[config.mk]
export PLATFORM = sky130hd
export DESIGN_NAME = psa_cell
export DESIGN_NICKNAME = d
export VERILOG_FILES = /design/src/positional_shift_array_core_assert.svh /design/src/psa_pkg.sv /design/src/psa_cell.sv
export SDC_FILE = /design/constraint.sdc
export NUM_CORES = 1
export LEC_CHECK = 0
export BUFFER_PORTS_ARGS = -buffer_cell sky130_fd_sc_hd__buf_2
export CORE_ASPECT_RATIO = 0.75
export CORE_MARGIN = 3
export CORE_UTILIZATION = 35
export DETAILED_ROUTE_END_ITERATION = 8
export PLACE_DENSITY = 0.74
export SYNTH_ARGS = -nofsm -noshare
export SYNTH_HDL_FRONTEND = slang
export SYNTH_SLANG_ARGS = --single-unit
[constraint.sdc]
create_clock -name clk -period 3.7 [get_ports clk]
set_clock_uncertainty 0.05 [all_clocks]
set_input_delay 0.37 -clock clk [delete_from_list [all_inputs] [get_ports clk]]
set_output_delay 0.37 -clock clk [all_outputs]
set_load 0.01 [all_outputs]
[src/positional_shift_array_core_assert.svh]
// Assertion macros used by the positional shift array core.
`ifndef POSITIONAL_SHIFT_ARRAY_CORE_ASSERT_SVH
`define POSITIONAL_SHIFT_ARRAY_CORE_ASSERT_SVH

// Clocked check that is switched off while reset is asserted.
`define PSA_ASSERT(lbl, prop, msg) \
    lbl: assert property (@(posedge clk) disable iff (!rst_n) prop) else $error(msg);

// Clocked check that also holds while reset is asserted.
`define PSA_ASSERT_ALWAYS(lbl, prop, msg) \
    lbl: assert property (@(posedge clk) prop) else $error(msg);

`endif

[src/psa_pkg.sv]
// Shared types and constants for the positional shift array.
`default_nettype none

package psa_pkg;

    // Default number of cells in the row.
    localparam int PSA_DEPTH = 128;

    // Cells per group in the first stage of the position select.
    localparam int PSA_GROUP = 16;

    // Request codes.
    typedef enum logic [1:0] {
        REQ_CLEAR  = 2'd0,
        REQ_INSERT = 2'd1,
        REQ_DELETE = 2'd2,
        REQ_READ   = 2'd3
    } psa_req_t;

    // Result status codes.
    typedef enum logic [1:0] {
        STAT_OK     = 2'd0,
        STAT_FULL   = 2'd1,
        STAT_EMPTY  = 2'd2,
        STAT_BADPOS = 2'd3
    } psa_status_t;

    // Sequencer states.
    typedef enum logic [1:0] {
        S_IDLE,
        S_SEL,
        S_DONE
    } psa_state_t;

    // Zero-based position as carried on the row, and the width used to
    // compare it with a cell index (cell indexes reach DEPTH - 1).
    typedef logic [7:0]  psa_pidx_t;
    typedef logic [10:0] psa_cidx_t;

    // Command broadcast to every cell of the row.
    typedef struct packed {
        logic               ins_en;
        logic               del_en;
        psa_pidx_t          pidx;
        logic signed [31:0] val;
    } psa_cmd_t;

endpackage

`default_nettype wire

[src/psa_cell.sv]
// One storage cell of the shift row: loads, shifts up or shifts down.
`default_nettype none

module psa_cell
    import psa_pkg::*;
#(
    parameter int INDEX = 0
)
(
    input  wire logic               clk,
    input  wire psa_cmd_t           cmd,
    input  wire logic signed [31:0] prev_val,
    input  wire logic signed [31:0] next_val,
    output logic signed [31:0]      val
);

    logic signed [31:0] val_reg;
    logic signed [31:0] val_next;
    psa_cidx_t          my_idx;
    psa_cidx_t          pos_idx;

    assign my_idx  = psa_cidx_t'(INDEX);
    assign pos_idx = psa_cidx_t'(cmd.pidx);

    // Insert loads the value at the position and moves later cells up;
    // delete moves the cell above down into this one.
    always_comb
    begin
        val_next = val_reg;
        if (cmd.ins_en)
        begin
            if (my_idx == pos_idx)
                val_next = cmd.val;
            else if (my_idx > pos_idx)
                val_next = prev_val;
        end
        else if (cmd.del_en)
        begin
            if (my_idx >= pos_idx)
                val_next = next_val;
        end
    end

    // Payload register, no reset needed.
    always_ff @(posedge clk)
    begin
        val_reg <= val_next;
    end

    assign val = val_reg;

endmodule

`default_nettype wire

# After elaboration in Yosys (flattened, before gate mapping)
# Cells that the tools add are included.
dict set report totals {
  reg_bits 32
  latch_bits 0
  ramBits 0
  romBits 0
  input_bits 107
  output_inout_bits 32
  elab_cells 13
  n_memories 0
}
dict set report op_classes {
  n_addsub 0
  multipliers 0
  div_mod_pow 0
  order_cmp 2
  n_eq_ne 1
  shift 0
  muxes 5
  bitwise 0
  reduce_logical 4
}
# op n
set op_table {}
lappend op_table {{32-bit 2-to-1 mux} 5}
lappend op_table {{11-bit logical NOT} 1}
lappend op_table {{1-bit by 8-bit >= comparator with 1-bit output, first input constant} 1}
lappend op_table {{1-bit by 8-bit > comparator with 1-bit output, first input constant} 1}
lappend op_table {{2-bit nonzero test} 2}
lappend op_table {{3-bit by 1-bit != test with 1-bit output, second input constant} 1}
lappend op_table {{3-bit AND reduction} 1}

# Depth between registers and ports, before layout
# Gate-level depths: netlist (run 1).
dict set report logic_depth {
  word_depth 4
  mapped_depth 4
  depth_no_buf 3
}

# Worst setup path before layout (run 1)
# No wires, ideal clock.
dict set report synth_path {
  path_type {input-to-reg}
  start {input port cmd[35] (netlist name)}
  end {register val_reg[0] (netlist: val[0]) (enable)}
  setup_ns 0.461
  arrival_time_ns 3.365
  required_time_ns 3.189
  slack_ns -0.176
  stages 3
  n_path_buf 1
  path_cell_list {or4_4 clkbuf_2 nor3_1}
}
dict set report synth_between {
  elab_chain_cells 3
  word_cells_on_any_way 6
  classes_between {2 x order compare; 1 x eq/ne; 3 x reduce/logical}
}
# element line
set synth_lines {}
lappend synth_lines {{start, declared} psa_cell.sv:11} ;# input wire psa_cmd_t cmd,
lappend synth_lines {{1-bit by 8-bit > comparator with 1-bit output (tied with other cells)} psa_cell.sv:34} ;# else if (my_idx > pos_idx)
lappend synth_lines {{3-bit by 1-bit != test with 1-bit output (no source line) or 2-bit nonzero test (tied branches)} --}
lappend synth_lines {{3-bit AND reduction (no source line) (*)} --}
lappend synth_lines {{end signal, assigned} psa_cell.sv:47} ;# val_reg <= val_next;
lappend synth_lines {{end, declared} psa_cell.sv:17} ;# logic signed [31:0] val_reg;
# Every way passes the cells marked *; elsewhere a longest branch is shown, timed or not.
# A chain may end at the register's enable or synchronous reset.

# Worst setup path after layout (run 1)
dict set report layout_path {
  start {input port cmd[39] (netlist name)}
  end {register val_reg[10] (netlist: val[10]) (enable)}
}
# Same word-level chain as after synthesis.

==> impl_results.md, run 1 <==
- Fin crit share: 0.533
- DRC errors left: 0
- Post-Layout Inst Area: 2590 sq um
- Mapped Area: 1760 sq um
- Die Y: 67.5 microns
- First-pass GRT wire length: 7710 microns
- Mapped Cells: 185
- Actual slew at the worst max-slew pin: 0.468 ns
- Routed WL: 5400 microns
- Hold Path Cell Cnt: 3
- Die X: 88.0 microns
- Syn avg cell area: 9.53 sq um
- Clk root buf: clkbuf_8
- Placed insts: 365
- Crit-path max FO: 33
- Fill cells: 448
- Grt ovf: 0
- Post-synth EDFFs: 32
- Critical path's largest stage delay: 0.74 ns
- Crit. End Element: flop
- Synth Register Bits: 32
- Top post-synthesis cells by area: edfxtp_1 (55%), a31oi_1 (11%), nand3_1 (9.1%)
- N_diodes: 0
- Post-synth cell types: 13
- Area grow syn2layout: 46.7%
- Highest Clock Rate: 0.507 GHz
- FF/Latch Area: 961 sq um
- Clock Pin Slew Worst Setup and Hold Paths: 0.06 ns
- RSZ-0062 raised after global routing: no
- Status: completed
- Async SR Flop Fraction: 0
- Setup TNS: 0 ns
- Critical Path Source Type: primary input
- Multi-input logic area: 726 sq um
- Nets: 422
- Post-synth net total: 292
- TritonCTS clock tree: built
- Pre-antenna DRT Iters: 5
- Total number of vias: 1970
- Vias/cell: 5.28
- Hold buffers post-CTS: 0
- Final Max Tran Viols: 0
- Min-delay worst type: primary input to flop
- Top cell type's share of synthesized area: 0.545
- Final setup viols: 0
- Largest net degree at the start of global routing: 37
- Max_cap viols: 0
- Post-synthesis sequential area ratio: 0.545
- Slowest cell on the critical path: or4_4
- Hold Startpoint: next_val[0]
- Core Region: 4650 sq um
- DR WL/cell: 14.5 microns
- CTS buffer count: 5
- H-tree Lvls: 2
- Tot Pwr: 837 uW
- Post-CTS sizing: 0
- Most frequent cells after synthesis: nor2_1 (33), a31oi_1 (32), edfxtp_1 (32), nand3_1 (32), o21ai_1 (29)
- Vias in the first global route: 1712
- Synth area leader: edfxtp_1
- Power Dens Cells: 323 nW/um^2
- Final Critical Period: 1.97 ns
- GRT Util Overall: 0.172
- Clk sinks: 32
- Die ar.: 5930 sq um
- Cell Chain, Critical Path: buf_2 -> or4_4 -> nor3_4 -> buf_4
- DP HPWL: 4060 microns
- Worst Hold Endpoint: val[0]$_DFFE_PP_
- VDD IR-drop max: 0.000125 V
- WP data arrival: 1.85 ns
- DRT iter0 DRCs: 104
- Leakage power: 0.00108 uW
- Crit Path Class: primary input to flop
- Port bufs: 138
- Post-route ant nets: 0
- Worst setup path start: cmd[39]
- Max Root-Sink Buffers: 2
- Placed instance area: 2480 sq um
- Share of layout cells above drive strength 1: 0.487
- Ys flop type: edfxtp_1
- Crit path required time: 3.58 ns
- Most frequent cell after synthesis: nor2_1
- Antenna violations before repair: 0
- Max-Slew Margin vs Limit: 0.688
- Syn. warnings: 0
- Ports: 139
- Initial Util: 0.379
- GPL Wtd Cong: 0.786
- Max reg flops: 32
- Final hold vios: 0
- Post-CTS Setup Inserts: 0
- Finished Layout Cells: 373
- Rows: 21
-- through the flow --
stage          hold WS, ns  utilization  setup slack (ns)
2_1_floorplan        0.569            -             0.816
3_3_place_gp         0.671        0.533              1.46
3_5_place_dp         0.670        0.533              1.43
4_1_cts              0.379        0.556              1.73
5_1_grt              0.383        0.556              1.66
6_report             0.390        0.556              1.73
-- final cells by class --
class / count / share of cell area
Tap cell: 57 / 0.0276
Sequential cell: 32 / 0.372
Timing Repair Buffer: 142 / 0.279
Clock buffer: 6 / 0.0281
Clock inverter: 2 / 0.0135
Multi-Input combinational cell: 134 / 0.281
-- metal layers --
| metal | routed length, microns | track usage |
|---|---|---|
| met1 | 2170 | 0.204 |
| met2 | 2520 | 0.298 |
| met3 | 682 | 0.0585 |
| met4 | 34 | 0.0517 |
| met5 | 0 | 0 |
-- cells by family (layout without fill, tap and decap cells) --
kind of cell / count (synthesis) / count (layout) / synth area share
DFF: 32 / 32 / 0.545
AOI/OAI and AO/OA: 64 / 64 / 0.204
buffers and inverters: 19 / 150 / 0.0596
and+or+nand+nor: 70 / 70 / 0.191
-- report_power, final --
part	internal (uW)	leakage (uW)	switching (uW)
Combinational	61.8	0.000723	59.3
Clock	199	0.0000552	113
Sequential	403	0.000298	0.276
Total	664	0.00108	172
-- how the worst max path moves through the flow --
stage / to / slack (ns) / cells past startpoint
final: val[10]$_DFFE_PP_ / 1.73 / 4
after global routing: val[10]$_DFFE_PP_ / 1.66 / 4
after CTS: val[21]$_DFFE_PP_ / 1.73 / 4
after detailed placement: val[5]$_DFFE_PP_ / 1.43 / 4
after global placement: val[14]$_DFFE_PP_ / 1.46 / 4
after floorplan: val[0]$_DFFE_PP_ / 0.82 / 3
-- critical path: cells and delay by family --
family | cells | cell delay, ns
simple gates | 2 | 0.97
buf+inv | 2 | 0.49
-- cells in the final DEF, fill, tap and decap left out --
cell / count
nor3_4: 1
a31oi_1: 32
nor4_4: 2
bufinv_16: 1
o21ai_1: 29
clkinv_2: 1
nor2_1: 33
buf_4: 4
or4_4: 2
o21ai_0: 3
edfxtp_1: 32
clkbuf_1: 1
clkbuf_8: 5
nand3_1: 32
buf_2: 138
(Power assumes the default switching activity.)
==> run 2, diff against run 1 <==
PLACE_DENSITY = 0.72   (was 0.74)
clock period = 2 ns   (was 3.7 ns; I/O delays follow)
==> run 2 against run 1 <==
Against the previous run:
- critical path depth increased by 1
- sequential cell count unchanged
- die area unchanged
- largest cell class unchanged
==> impl_results.md, run 2 (same netlist as run 1, synthesis figures left out) <==
- Die X: 88.0 microns
- Comb power frac: 0.160
- Antenna violations before repair: 0
- Final Critical Period: 1.44 ns
- Area grow syn2layout: 47.8%
- Sequential share of power: 0.528
- GPL Wtd Cong: 0.748
- Vias/cell: 5.16
- TritonCTS clock tree: built
- Port bufs: 138
- Hold Path Cell Cnt: 3
- Internal power: 1100 uW
- Sw power: 313 uW
- Die Y: 67.5 microns
- Hold Startpoint: next_val[20]
- Clock Pin Slew Worst Setup and Hold Paths: 0.06 ns
- Crit. End Element: flop
- CTS buffer count: 5
- Most frequent cells in the layout: buf_2 (138), nor2_1 (33), nand3_1 (32), a31oi_1 (32), edfxtp_1 (32)
- Core Region: 4650 sq um
- Rows: 21
- Clk sinks: 32
- Pre-antenna DRT Iters: 4
- Crit path required time: 1.94 ns
- Final setup viols: 0
- Grt ovf: 0
- Min-delay worst type: primary input to flop
- Status: completed
- First-pass GRT wire length: 7920 microns
- Routed WL: 5450 microns
- Commonest non-fill, non-tap cell in the layout: buf_2
- Largest net degree at the start of global routing: 40
- Ports: 139
- RSZ-0062 raised after global routing: no
- Crit Path Class: primary input to flop
- Clock share of power: 0.312
- Die ar.: 5930 sq um
- VDD IR-drop max: 0.000286 V
- Placement Setup Slack: 0.277 ns
- Post-Layout Inst Area: 2610 sq um
- GRT Util Overall: 0.176
- WP data arrival: 1.38 ns
- Nets: 427
- Placed instance area: 2530 sq um
- Finished Layout Cells: 377
- Worst Hold Endpoint: val[20]$_DFFE_PP_
- Max reg flops: 32
- N_diodes: 0
- Actual slew at the worst max-slew pin: 0.358 ns
- Final Max Tran Viols: 0
- DRT iter0 DRCs: 116
- DRC errors left: 0
- Post-route ant nets: 0
- Total number of vias: 1947
- DR WL/cell: 14.5 microns
- H-tree Lvls: 2
- Final hold vios: 0
- Critical Path Source Type: primary input
- Sw Share: 0.222
- Hold buffers post-CTS: 0
- Leakage power: 0.00109 uW
- Post-CTS Setup Inserts: 0
- Power Dens Cells: 542 nW/um^2
- Placed insts: 370
- DP HPWL: 4150 microns
- Max Root-Sink Buffers: 2
- Crit-path max FO: 16
- Final worst setup slack: 0.557 ns
- Max-Slew Margin vs Limit: 0.762
- Fin crit share: 0.721
- Share of layout cells above drive strength 1: 0.494
- Vias in the first global route: 1726
- Post-CTS sizing: 0
- Highest Clock Rate: 0.693 GHz
- Max_cap viols: 0
- Initial Util: 0.379
- Clk root buf: clkbuf_8
==> run 2: cell count changes in the layout (fill, tap and decap cells not counted) <==
cell       previous run  this run
buf_4                 4         8
buf_12                0         1
bufinv_16             1         0
==> run 2: stage by stage <==
step / power [uW] / TNS (ns) / util / hold WS, ns
final: 1410 / 0 / 0.560 / 0.216
after global routing: 1490 / 0 / 0.560 / 0.237
after CTS: 1430 / 0 / 0.560 / 0.209
after detailed placement: 987 / 0 / 0.544 / 0.496
after global placement: 983 / 0 / 0.544 / 0.494
after floorplan: 859 / -7.36 / - / 0.399
==> run 2: power groups by stage <==
stage          sequential, uW  clock (uW)  combinational [uW]
3_5_place_dp              760           0                 227
3_3_place_gp              760           0                 223
6_report                  746         440                 226
2_1_floorplan             761           0                98.3
5_1_grt                   745         487                 254
4_1_cts                   746         460                 228
==> run 2: routing by layer <==
metal  routed length (microns)  GRT usage  part of all wire
met1                      2200      0.217              0.40
met2                      2610      0.301              0.48
met3                       600     0.0537              0.11
met4                        39     0.0479            0.0072
met5                         0          0                 0
==> run 2: how the worst max path moves through the flow <==
stage,startpoint,to,slack (ns),cells past startpoint
final,cmd[39],val[26]$_DFFE_PP_,0.56,5
after global routing,cmd[39],val[0]$_DFFE_PP_,0.52,5
after CTS,cmd[39],val[26]$_DFFE_PP_,0.57,5
after detailed placement,cmd[39],val[26]$_DFFE_PP_,0.28,5
after global placement,cmd[35],val[17]$_DFFE_PP_,0.29,4
after floorplan,cmd[35],val[0]$_DFFE_PP_,-0.23,3
==> run 2: critical path, stage by stage <==
cell and delay [ns]:
buf_2 0.12, or4_4 0.57, buf_4 0.21, o21ai_1 0.15
a31oi_1 0.12
==> run 2: layout make-up <==
| cell class | instances | area [sq um] |
|---|---|---|
| clock buffer | 6 | 72.6 |
| clock inverter | 1 | 5.00 |
| fill | 446 | 2040 |
| multi-input combinational | 134 | 726 |
| sequential | 32 | 961 |
| tap | 57 | 71.3 |
| timing repair buffer | 147 | 771 |
